===== config.mk =====
export PLATFORM = sky130hd
export DESIGN_NAME = audio_packet_token_bucket_top
export DESIGN_NICKNAME = d
export VERILOG_FILES = /design/src/rtl/aptb_pkg.sv /design/src/rtl/aptb_csr.sv /design/src/rtl/aptb_fifo.sv /design/src/rtl/aptb_front.sv /design/src/rtl/aptb_back.sv /design/src/rtl/audio_packet_token_bucket_top.sv
export SDC_FILE = /design/constraint.sdc
export NUM_CORES = 2
export LEC_CHECK = 0
export BUFFER_PORTS_ARGS = -buffer_cell sky130_fd_sc_hd__clkbuf_2
export CORE_MARGIN = 8
export CORE_UTILIZATION = 37
export DETAILED_ROUTE_END_ITERATION = 12
export GPL_TIMING_DRIVEN = 0
export REMOVE_ABC_BUFFERS = 1
export SYNTH_ARGS = -nofsm -noshare
export SYNTH_HDL_FRONTEND = slang
export SYNTH_SLANG_ARGS = --single-unit

===== constraint.sdc =====
create_clock -name clock -period 22.1 [get_ports clock]
set_input_delay 2.21 -clock clock [delete_from_list [all_inputs] [get_ports clock]]
set_output_delay 2.21 -clock clock [all_outputs]
set_load 0.01 [all_outputs]

===== src/rtl/aptb_pkg.sv =====
package aptb_pkg;

   localparam int unsigned NUM_W  = 26;   // initial_tokens * 1000 fits 26 bits
   localparam int unsigned PROD_W = 50;   // 32-bit gap times 18-bit rate

   localparam logic [9:0]  MS_PER_S = 10'd1000;

   localparam logic [15:0] INITIAL_TOKENS_RST     = 16'd6600;
   localparam logic [15:0] REFILL_TOKENS_RST      = 16'd441;
   localparam logic [15:0] REFILL_INTERVAL_MS_RST = 16'd10;
   localparam logic [31:0] RESET_GAP_MS_RST       = 32'd149;

   typedef enum logic [1:0] {
      CSR_INITIAL_TOKENS     = 2'd0,
      CSR_REFILL_TOKENS      = 2'd1,
      CSR_REFILL_INTERVAL_MS = 2'd2,
      CSR_RESET_GAP_MS       = 2'd3
   } csr_index_type;

   typedef enum logic [1:0] {
      VERDICT_SEND      = 2'd0,
      VERDICT_EARLY     = 2'd1,
      VERDICT_NO_TOKENS = 2'd2
   } verdict_type;

   typedef struct packed {
      logic [31:0] now_ms;
      logic [15:0] packet_samples;
      logic [31:0] play_time_ms;
      logic [17:0] sample_rate;
   } req_type;

   typedef struct packed {
      verdict_type verdict;
      logic [31:0] tokens_left;
   } rsp_type;

   typedef struct packed {
      logic [15:0] initial_tokens;
      logic [15:0] refill_tokens;
      logic [15:0] refill_interval_ms;
      logic [31:0] reset_gap_ms;
   } cfg_type;

   // classified word handed from front to back
   typedef struct packed {
      logic        early;
      logic [31:0] now_ms;
      logic [15:0] packet_samples;
   } cls_type;

   typedef enum logic [1:0] {
      BACK_IDLE,
      BACK_REFILL,
      BACK_SPEND
   } back_state_type;

endpackage


===== src/rtl/aptb_csr.sv =====
module aptb_csr (
   input  logic             clock,
   input  logic             reset,
   input  logic             csr_psel,
   input  logic             csr_penable,
   input  logic             csr_pwrite,
   input  logic [3:0]       csr_paddr,
   input  logic [31:0]      csr_pwdata,
   output logic [31:0]      csr_prdata,
   output logic             csr_pready,
   output aptb_pkg::cfg_type cfg
);
   import aptb_pkg::*;

   cfg_type       cfg_ff, cfg_in;
   csr_index_type index;
   logic          wr_en;

   assign csr_pready = 1'b1;
   assign index      = csr_index_type'(csr_paddr[3:2]);
   assign wr_en      = csr_psel & csr_penable & csr_pwrite & csr_pready;
   assign cfg        = cfg_ff;

   always_comb begin
      cfg_in = cfg_ff;
      if (wr_en) begin
         case (index)
            CSR_INITIAL_TOKENS:     cfg_in.initial_tokens     = csr_pwdata[15:0];
            CSR_REFILL_TOKENS:      cfg_in.refill_tokens      = csr_pwdata[15:0];
            CSR_REFILL_INTERVAL_MS: cfg_in.refill_interval_ms = csr_pwdata[15:0];
            CSR_RESET_GAP_MS:       cfg_in.reset_gap_ms       = csr_pwdata;
            default:                cfg_in = cfg_ff;
         endcase
      end
   end

   always_comb begin
      case (index)
         CSR_INITIAL_TOKENS:     csr_prdata = {16'b0, cfg_ff.initial_tokens};
         CSR_REFILL_TOKENS:      csr_prdata = {16'b0, cfg_ff.refill_tokens};
         CSR_REFILL_INTERVAL_MS: csr_prdata = {16'b0, cfg_ff.refill_interval_ms};
         CSR_RESET_GAP_MS:       csr_prdata = cfg_ff.reset_gap_ms;
         default:                csr_prdata = 32'b0;
      endcase
   end

   always_ff @(posedge clock) begin
      if (reset) begin
         cfg_ff.initial_tokens     <= INITIAL_TOKENS_RST;
         cfg_ff.refill_tokens      <= REFILL_TOKENS_RST;
         cfg_ff.refill_interval_ms <= REFILL_INTERVAL_MS_RST;
         cfg_ff.reset_gap_ms       <= RESET_GAP_MS_RST;
      end else begin
         cfg_ff <= cfg_in;
      end
   end

endmodule


===== src/rtl/aptb_fifo.sv =====
module aptb_fifo #(
   parameter type word_type = logic
) (
   input  logic     clock,
   input  logic     reset,
   input  logic     push,
   input  word_type push_word,
   output logic     full,
   input  logic     pop,
   output word_type pop_word,
   output logic     empty
);

   word_type   mem_ff [2];
   logic       wr_ptr_ff, wr_ptr_in;
   logic       rd_ptr_ff, rd_ptr_in;
   logic [1:0] count_ff, count_in;
   logic       do_push, do_pop;

   assign full     = (count_ff == 2'd2);
   assign empty    = (count_ff == 2'd0);
   assign pop_word = mem_ff[rd_ptr_ff];
   assign do_push  = push & ~full;
   assign do_pop   = pop & ~empty;

   always_comb begin
      wr_ptr_in = do_push ? ~wr_ptr_ff : wr_ptr_ff;
      rd_ptr_in = do_pop  ? ~rd_ptr_ff : rd_ptr_ff;
      count_in  = count_ff;
      if (do_push & ~do_pop) begin
         count_in = count_ff + 2'd1;
      end else if (do_pop & ~do_push) begin
         count_in = count_ff - 2'd1;
      end
   end

   always_ff @(posedge clock) begin
      if (do_push) begin
         mem_ff[wr_ptr_ff] <= push_word;
      end
   end

   always_ff @(posedge clock) begin
      if (reset) begin
         wr_ptr_ff <= 1'b0;
         rd_ptr_ff <= 1'b0;
         count_ff  <= 2'd0;
      end else begin
         wr_ptr_ff <= wr_ptr_in;
         rd_ptr_ff <= rd_ptr_in;
         count_ff  <= count_in;
      end
   end

endmodule


===== src/rtl/aptb_front.sv =====
module aptb_front (
   input  logic              clock,
   input  logic              reset,
   input  aptb_pkg::cfg_type cfg,
   input  logic              req_push,
   input  aptb_pkg::req_type req_data,
   output logic              req_full,
   output logic              cls_push,
   output aptb_pkg::cls_type cls_word,
   input  logic              cls_full
);
   import aptb_pkg::*;

   // stage 1: accepted word
   req_type             item_ff, item_in;
   logic                s1_valid_ff, s1_valid_in;
   // stage 2: products and early-window compare
   logic [PROD_W-1:0]   prod_ff, prod_in;
   logic [NUM_W-1:0]    num_ff, num_in;
   logic                cand_ff, cand_in;
   logic [31:0]         now_ff, now_in;
   logic [15:0]         cost_ff, cost_in;
   logic                s2_valid_ff, s2_valid_in;

   logic                accept, advance;
   logic [31:0]         gap;

   assign req_full = s1_valid_ff;
   assign accept   = req_push & ~s1_valid_ff;
   assign cls_push = s2_valid_ff;
   assign advance  = s1_valid_ff & (~s2_valid_ff | ~cls_full);

   // gap > floor(num/rate) is the same as gap*rate > num; rate zero never holds
   assign gap = item_ff.play_time_ms - item_ff.now_ms;

   always_comb begin
      item_in = accept ? req_data : item_ff;

      s1_valid_in = s1_valid_ff;
      if (accept) begin
         s1_valid_in = 1'b1;
      end else if (advance) begin
         s1_valid_in = 1'b0;
      end

      s2_valid_in = s2_valid_ff;
      if (advance) begin
         s2_valid_in = 1'b1;
      end else if (s2_valid_ff & ~cls_full) begin
         s2_valid_in = 1'b0;
      end

      prod_in = prod_ff;
      num_in  = num_ff;
      cand_in = cand_ff;
      now_in  = now_ff;
      cost_in = cost_ff;
      if (advance) begin
         prod_in = {{(PROD_W-32){1'b0}}, gap} * {{(PROD_W-18){1'b0}}, item_ff.sample_rate};
         num_in  = {{(NUM_W-16){1'b0}}, cfg.initial_tokens} *
                   {{(NUM_W-10){1'b0}}, MS_PER_S};
         cand_in = (item_ff.play_time_ms != 32'd0) &&
                   (item_ff.play_time_ms > item_ff.now_ms);
         now_in  = item_ff.now_ms;
         cost_in = item_ff.packet_samples;
      end
   end

   always_comb begin
      cls_word.early          = cand_ff && (prod_ff > {{(PROD_W-NUM_W){1'b0}}, num_ff});
      cls_word.now_ms         = now_ff;
      cls_word.packet_samples = cost_ff;
   end

   always_ff @(posedge clock) begin
      item_ff <= item_in;
      prod_ff <= prod_in;
      num_ff  <= num_in;
      cand_ff <= cand_in;
      now_ff  <= now_in;
      cost_ff <= cost_in;
   end

   always_ff @(posedge clock) begin
      if (reset) begin
         s1_valid_ff <= 1'b0;
         s2_valid_ff <= 1'b0;
      end else begin
         s1_valid_ff <= s1_valid_in;
         s2_valid_ff <= s2_valid_in;
      end
   end

endmodule


===== src/rtl/aptb_back.sv =====
module aptb_back (
   input  logic              clock,
   input  logic              reset,
   input  aptb_pkg::cfg_type cfg,
   input  logic              cls_empty,
   input  aptb_pkg::cls_type cls_word,
   output logic              cls_pop,
   output logic              out_push,
   output aptb_pkg::rsp_type out_word,
   input  logic              out_full
);
   import aptb_pkg::*;

   back_state_type state_ff, state_in;
   cls_type        item_ff, item_in;
   logic [31:0]    bucket_ff, bucket_in;
   logic [31:0]    last_ff, last_in;

   logic [31:0]    due_ms, gap_ms;
   logic [32:0]    topped;
   logic [31:0]    cost;

   assign due_ms = last_ff + {16'b0, cfg.refill_interval_ms};
   assign gap_ms = last_ff + cfg.reset_gap_ms;
   assign topped = {1'b0, bucket_ff} + {17'b0, cfg.refill_tokens};
   assign cost   = {16'b0, item_ff.packet_samples};

   always_comb begin
      state_in = state_ff;
      case (state_ff)
         BACK_IDLE: begin
            if (!cls_empty) begin
               state_in = BACK_REFILL;
            end
         end
         BACK_REFILL: state_in = BACK_SPEND;
         BACK_SPEND: begin
            if (!out_full) begin
               state_in = BACK_IDLE;
            end
         end
         default: state_in = BACK_IDLE;
      endcase
   end

   always_comb begin
      cls_pop              = 1'b0;
      out_push             = 1'b0;
      item_in              = item_ff;
      bucket_in            = bucket_ff;
      last_in              = last_ff;
      out_word.verdict     = VERDICT_EARLY;
      out_word.tokens_left = bucket_ff;
      case (state_ff)
         BACK_IDLE: begin
            cls_pop = ~cls_empty;
            item_in = cls_word;
         end
         BACK_REFILL: begin
            if (!item_ff.early && (item_ff.now_ms > due_ms)) begin
               if (item_ff.now_ms > gap_ms) begin
                  bucket_in = {16'b0, cfg.initial_tokens};
                  last_in   = item_ff.now_ms;
               end else begin
                  bucket_in = topped[32] ? 32'hFFFF_FFFF : topped[31:0];
                  last_in   = due_ms;
               end
            end
         end
         BACK_SPEND: begin
            out_push = ~out_full;
            if (item_ff.early) begin
               out_word.verdict = VERDICT_EARLY;
            end else if (bucket_ff < cost) begin
               out_word.verdict = VERDICT_NO_TOKENS;
            end else begin
               out_word.verdict     = VERDICT_SEND;
               out_word.tokens_left = bucket_ff - cost;
            end
            if (!out_full) begin
               bucket_in = out_word.tokens_left;
            end
         end
         default: begin
            cls_pop = 1'b0;
         end
      endcase
   end

   always_ff @(posedge clock) begin
      item_ff <= item_in;
   end

   always_ff @(posedge clock) begin
      if (reset) begin
         state_ff  <= BACK_IDLE;
         bucket_ff <= {16'b0, INITIAL_TOKENS_RST};
         last_ff   <= 32'd0;
      end else begin
         state_ff  <= state_in;
         bucket_ff <= bucket_in;
         last_ff   <= last_in;
      end
   end

endmodule


===== src/rtl/audio_packet_token_bucket_top.sv =====
// A word accepted by the front passes its stages, the class queue and the bucket
// sequencer (pop, refill, spend, one word at a time; spend waits while the response
// queue is full); the front takes no new word while its first stage still holds one.
// Reset (synchronous, active high): registers to defaults, bucket to 6600,
// last refill time to 0, all queues empty.
module audio_packet_token_bucket_top (
   input  logic              clock,
   input  logic              reset,
   input  logic              req_push,
   input  aptb_pkg::req_type req_data,
   output logic              req_full,
   output logic              rsp_empty,
   input  logic              rsp_pop,
   output aptb_pkg::rsp_type rsp_data,
   input  logic              csr_psel,
   input  logic              csr_penable,
   input  logic              csr_pwrite,
   input  logic [3:0]        csr_paddr,
   input  logic [31:0]       csr_pwdata,
   output logic [31:0]       csr_prdata,
   output logic              csr_pready
);
   import aptb_pkg::*;

   cfg_type cfg;
   cls_type cls_in_word, cls_out_word;
   rsp_type out_word;
   logic    cls_push, cls_full, cls_pop, cls_empty;
   logic    out_push, out_full;

   aptb_csr u_csr (
      .clock       (clock),
      .reset       (reset),
      .csr_psel    (csr_psel),
      .csr_penable (csr_penable),
      .csr_pwrite  (csr_pwrite),
      .csr_paddr   (csr_paddr),
      .csr_pwdata  (csr_pwdata),
      .csr_prdata  (csr_prdata),
      .csr_pready  (csr_pready),
      .cfg         (cfg)
   );

   aptb_front u_front (
      .clock    (clock),
      .reset    (reset),
      .cfg      (cfg),
      .req_push (req_push),
      .req_data (req_data),
      .req_full (req_full),
      .cls_push (cls_push),
      .cls_word (cls_in_word),
      .cls_full (cls_full)
   );

   aptb_fifo #(.word_type(cls_type)) u_cls_queue (
      .clock     (clock),
      .reset     (reset),
      .push      (cls_push),
      .push_word (cls_in_word),
      .full      (cls_full),
      .pop       (cls_pop),
      .pop_word  (cls_out_word),
      .empty     (cls_empty)
   );

   aptb_back u_back (
      .clock     (clock),
      .reset     (reset),
      .cfg       (cfg),
      .cls_empty (cls_empty),
      .cls_word  (cls_out_word),
      .cls_pop   (cls_pop),
      .out_push  (out_push),
      .out_word  (out_word),
      .out_full  (out_full)
   );

   aptb_fifo #(.word_type(rsp_type)) u_rsp_queue (
      .clock     (clock),
      .reset     (reset),
      .push      (out_push),
      .push_word (out_word),
      .full      (out_full),
      .pop       (rsp_pop),
      .pop_word  (rsp_data),
      .empty     (rsp_empty)
   );

endmodule


==> out/qor.csv <==
stage;metric;value;unit
outcome;status;complete, no violations;
drt;# DRC;0;
clock_network;clock buffer depth;3;
finish;area delta synth->final;12.3;%
logic_synthesis;post-synthesis sequential area ratio;0.321;
setup_path;required time worst endpoint;22.47;ns
finish;nets;6198;
clock_network;CTS clk-pin slew, worst paths;0.06;ns
floorplanning;Initial Util;0.372;
timing;sum of negative setup slack;0;ns
logic_synthesis;main flop type after synthesis;edfxtp_1;
timing;worst slew pin tran;1.48;ns
drt;via count;36300;
drt;routed length per instance;19.6;um
setup_path;Max FO, Critical Path;18;
timing;Max Clk Rate;97.7;MHz
hold_path;worst hold-check path type;reg -> reg;
global_routing;number of global-route vias before repair;37400;
logic_synthesis;Async SR Flop Fraction;0;
floorplanning;# rows;135;
setup_path;CP max stage delay;0.95;ns
finish;layout cells sized above 1;0.104;
clock_network;Post-CTS Setup Inserts;0;
setup_path;Setup crit end kind;flop;
setup_path;CP Data Arrival Time;10.61;ns
floorplanning;Core Region;0.135;mm2
clock_network;worst skew pair latency;0.66;ns
global_routing;initial antenna violation count;9;
clock_network;clock root cell;clkbuf_16;
clock_network;H-tree levels;3;
drt;ANT nets after route;0;
drt;routed vias/inst;5.21;
floorplanning;Die W;385;um
drt;DRT Wirelength;137000;um
clock_network;CTS tree;done;
logic_synthesis;Avg Inst Size Synth;10.1;um2
drt;Initial DRC Count;2658;
timing;max-slew violations;0;
clock_network;post-cts gate resize count;0;
clock_network;clock buffer count from CTS;68;
timing;Layout Skew;0.0358;ns
place;port bufs;206;
logic_synthesis;Synthesis Warnings;0;
logic_synthesis;Seq cells post-synth;592;
setup_path;CP dominant cell by count;fa_1;
floorplanning;Die Ht;385;um
drt;Initial DRT Pass Iterations;5;
logic_synthesis;Post-Syn Instances;5002;
setup_path;kind of critical path;reg -> reg;
clock_network;CTS sink cnt;592;
setup_path;slowest stage cell on the critical path;xnor2_2;
global_routing;global router's overall resource usage;0.183;
setup_path;startpoint types;flop;
global_routing;grt ovf;0;
finish;filler instances;13100;
place;GPL Wtd Cong;0.882;
floorplanning;DIE AREA;0.148;mm2
clock_network;# hold bufs at CTS;0;
run;Max Cap Violations;0;
timing;time the worst path needs with I/O delays and setup;10.23;ns
timing;final worst-path cycle share;0.463;
global_routing;first-pass GRT wire length;213000;um
global_routing;largest net degree at the start of global routing;126;
finish;storage element area;0.0162;mm2
logic_synthesis;Post-synth EDFFs;435;
logic_synthesis;synthesized area;0.0505;mm2
finish;area of the multi-input gates;0.0309;mm2
timing;Final Hold Vio Count;0;
logic_synthesis;count of cell types in the netlist;93;
timing;RSZ-0062 raised after global routing;false;
place;Detail Placement HPWL;107000;um
floorplanning;I/O pins;210;
timing;Setup-failing EPs final;0;
timing;Slew headroom;0.0125;
## cell usage after synthesis, drive strengths merged (19+ instances only)
cell type / number / share of area
inv: 750 / 0.056
nand2: 627 / 0.047
fa: 539 / 0.21
edfxtp: 435 / 0.26
ha: 380 / 0.094
a21oi: 256 / 0.025
and2: 217 / 0.027
nor2: 191 / 0.014
clkbuf: 180 / 0.013
dfxtp: 157 / 0.062
o21ai: 149 / 0.015
xnor2: 101 / 0.018
mux2: 84 / 0.019
xor2: 83 / 0.014
nor3: 79 / 0.0080
nand3: 76 / 0.0075
a21o: 71 / 0.011
nor2b: 58 / 0.0072
and3: 51 / 0.0063
a211oi: 35 / 0.0052
a31oi: 35 / 0.0046
nand2b: 35 / 0.0043
o21a: 35 / 0.0052
nand4: 30 / 0.0037
nor4: 30 / 0.0037
o211ai: 29 / 0.0044
o21bai: 20 / 0.0030
buf: 19 / 0.0017
mux2i: 19 / 0.0038
## cell families (layout without fill, tap and decap cells)
group / Yosys count / in the layout / synth area share
mux: 119 / 119 / 0.0297
fa+ha+maj: 919 / 919 / 0.308
simple gates: 1465 / 1465 / 0.140
flops: 592 / 592 / 0.321
xor+xnor: 184 / 184 / 0.0321
buf+inv: 950 / 1141 / 0.0710
compound gates: 772 / 772 / 0.0983
other cells: 1 / 7 / 0.0000743
## final timing paths
path | slack, ns | endpoint | startpoint | cells past startpoint
worst max register to register | 11.87 | u_front.prod_ff[48] | u_front.item_ff[66] | 32
worst min register to register | 0.41 | u_front.cost_ff[9] | u_front.item_ff[59] | 0
worst max-delay path | 11.87 | u_front.prod_ff[48] | u_front.item_ff[66] | 32
worst min-delay path | 0.41 | u_front.cost_ff[9] | u_front.item_ff[59] | 0
## cells in the final DEF, fill, tap and decap left out, types with 35 or more instances in the layout
cell	netlist	routed
inv_1	750	750
nand2_1	627	627
fa_1	539	539
edfxtp_1	435	435
ha_1	380	378
a21oi_1	256	254
and2_1	217	216
clkbuf_2	0	205
nor2_1	190	185
dfxtp_1	157	155
o21ai_0	142	142
xnor2_1	100	86
mux2_2	84	84
xor2_1	83	78
nand3_1	76	76
nor3_1	77	72
a21o_1	71	71
clkbuf_16	0	69
nor2b_1	58	57
and3_1	51	49
nand2b_1	35	35
o21a_1	35	35
## sequential cells by signal, indices dropped and copies added, names as in the netlist, 33 cells and up, named ones only
register,cells
u_front.prod_ff,50
u_cls_queue.mem_ff,98
u_csr.cfg,80
u_front.item_ff,98
u_back.item_ff,33
u_rsp_queue.mem_ff,68
## stage by stage
stage | worst slack (ns) | std cells | utilization | cell area (um2) | hold WS, ns
after floorplan | 13.59 | 4803 | - | 49700 | 0.400
after global placement | 9.99 | 6790 | 0.391 | 52900 | 0.405
after detailed placement | 11.80 | 6848 | 0.401 | 54300 | 0.405
after CTS | 11.78 | 6973 | 0.418 | 56600 | 0.403
after global routing | 11.18 | 6975 | 0.418 | 56700 | 0.410
final | 11.87 | 6980 | 0.418 | 56700 | 0.407
## routing by layer
metal | global-route usage | share of wire
met4 | 0.0457 | 0.023
met5 | 0 | 0.00017
met1 | 0.243 | 0.43
met2 | 0.302 | 0.46
met3 | 0.0428 | 0.079
## critical path, delay by kind of cell, from the launching register on
kind / cells / cell delay, ns
xor+xnor: 2 / 1.03
buf+inv: 3 / 0.17
fa+ha+maj: 9 / 4.13
flops: 1 / 0.55
compound gates: 14 / 3.36
simple gates: 4 / 0.67
## layout make-up
| class | count | area share |
|---|---|---|
| multi-input combinational | 3460 | 0.546 |
| sequential | 592 | 0.286 |
| inverter | 751 | 0.0497 |
| tap | 1781 | 0.0393 |
| timing repair buffer | 265 | 0.0378 |
| clock buffer | 81 | 0.0313 |
| clock inverter | 44 | 0.0100 |
| antenna | 6 | 0.000265 |
Power is not shown: default switching activity piles up to over one toggle a cycle in this logic, so the estimate is an artifact.
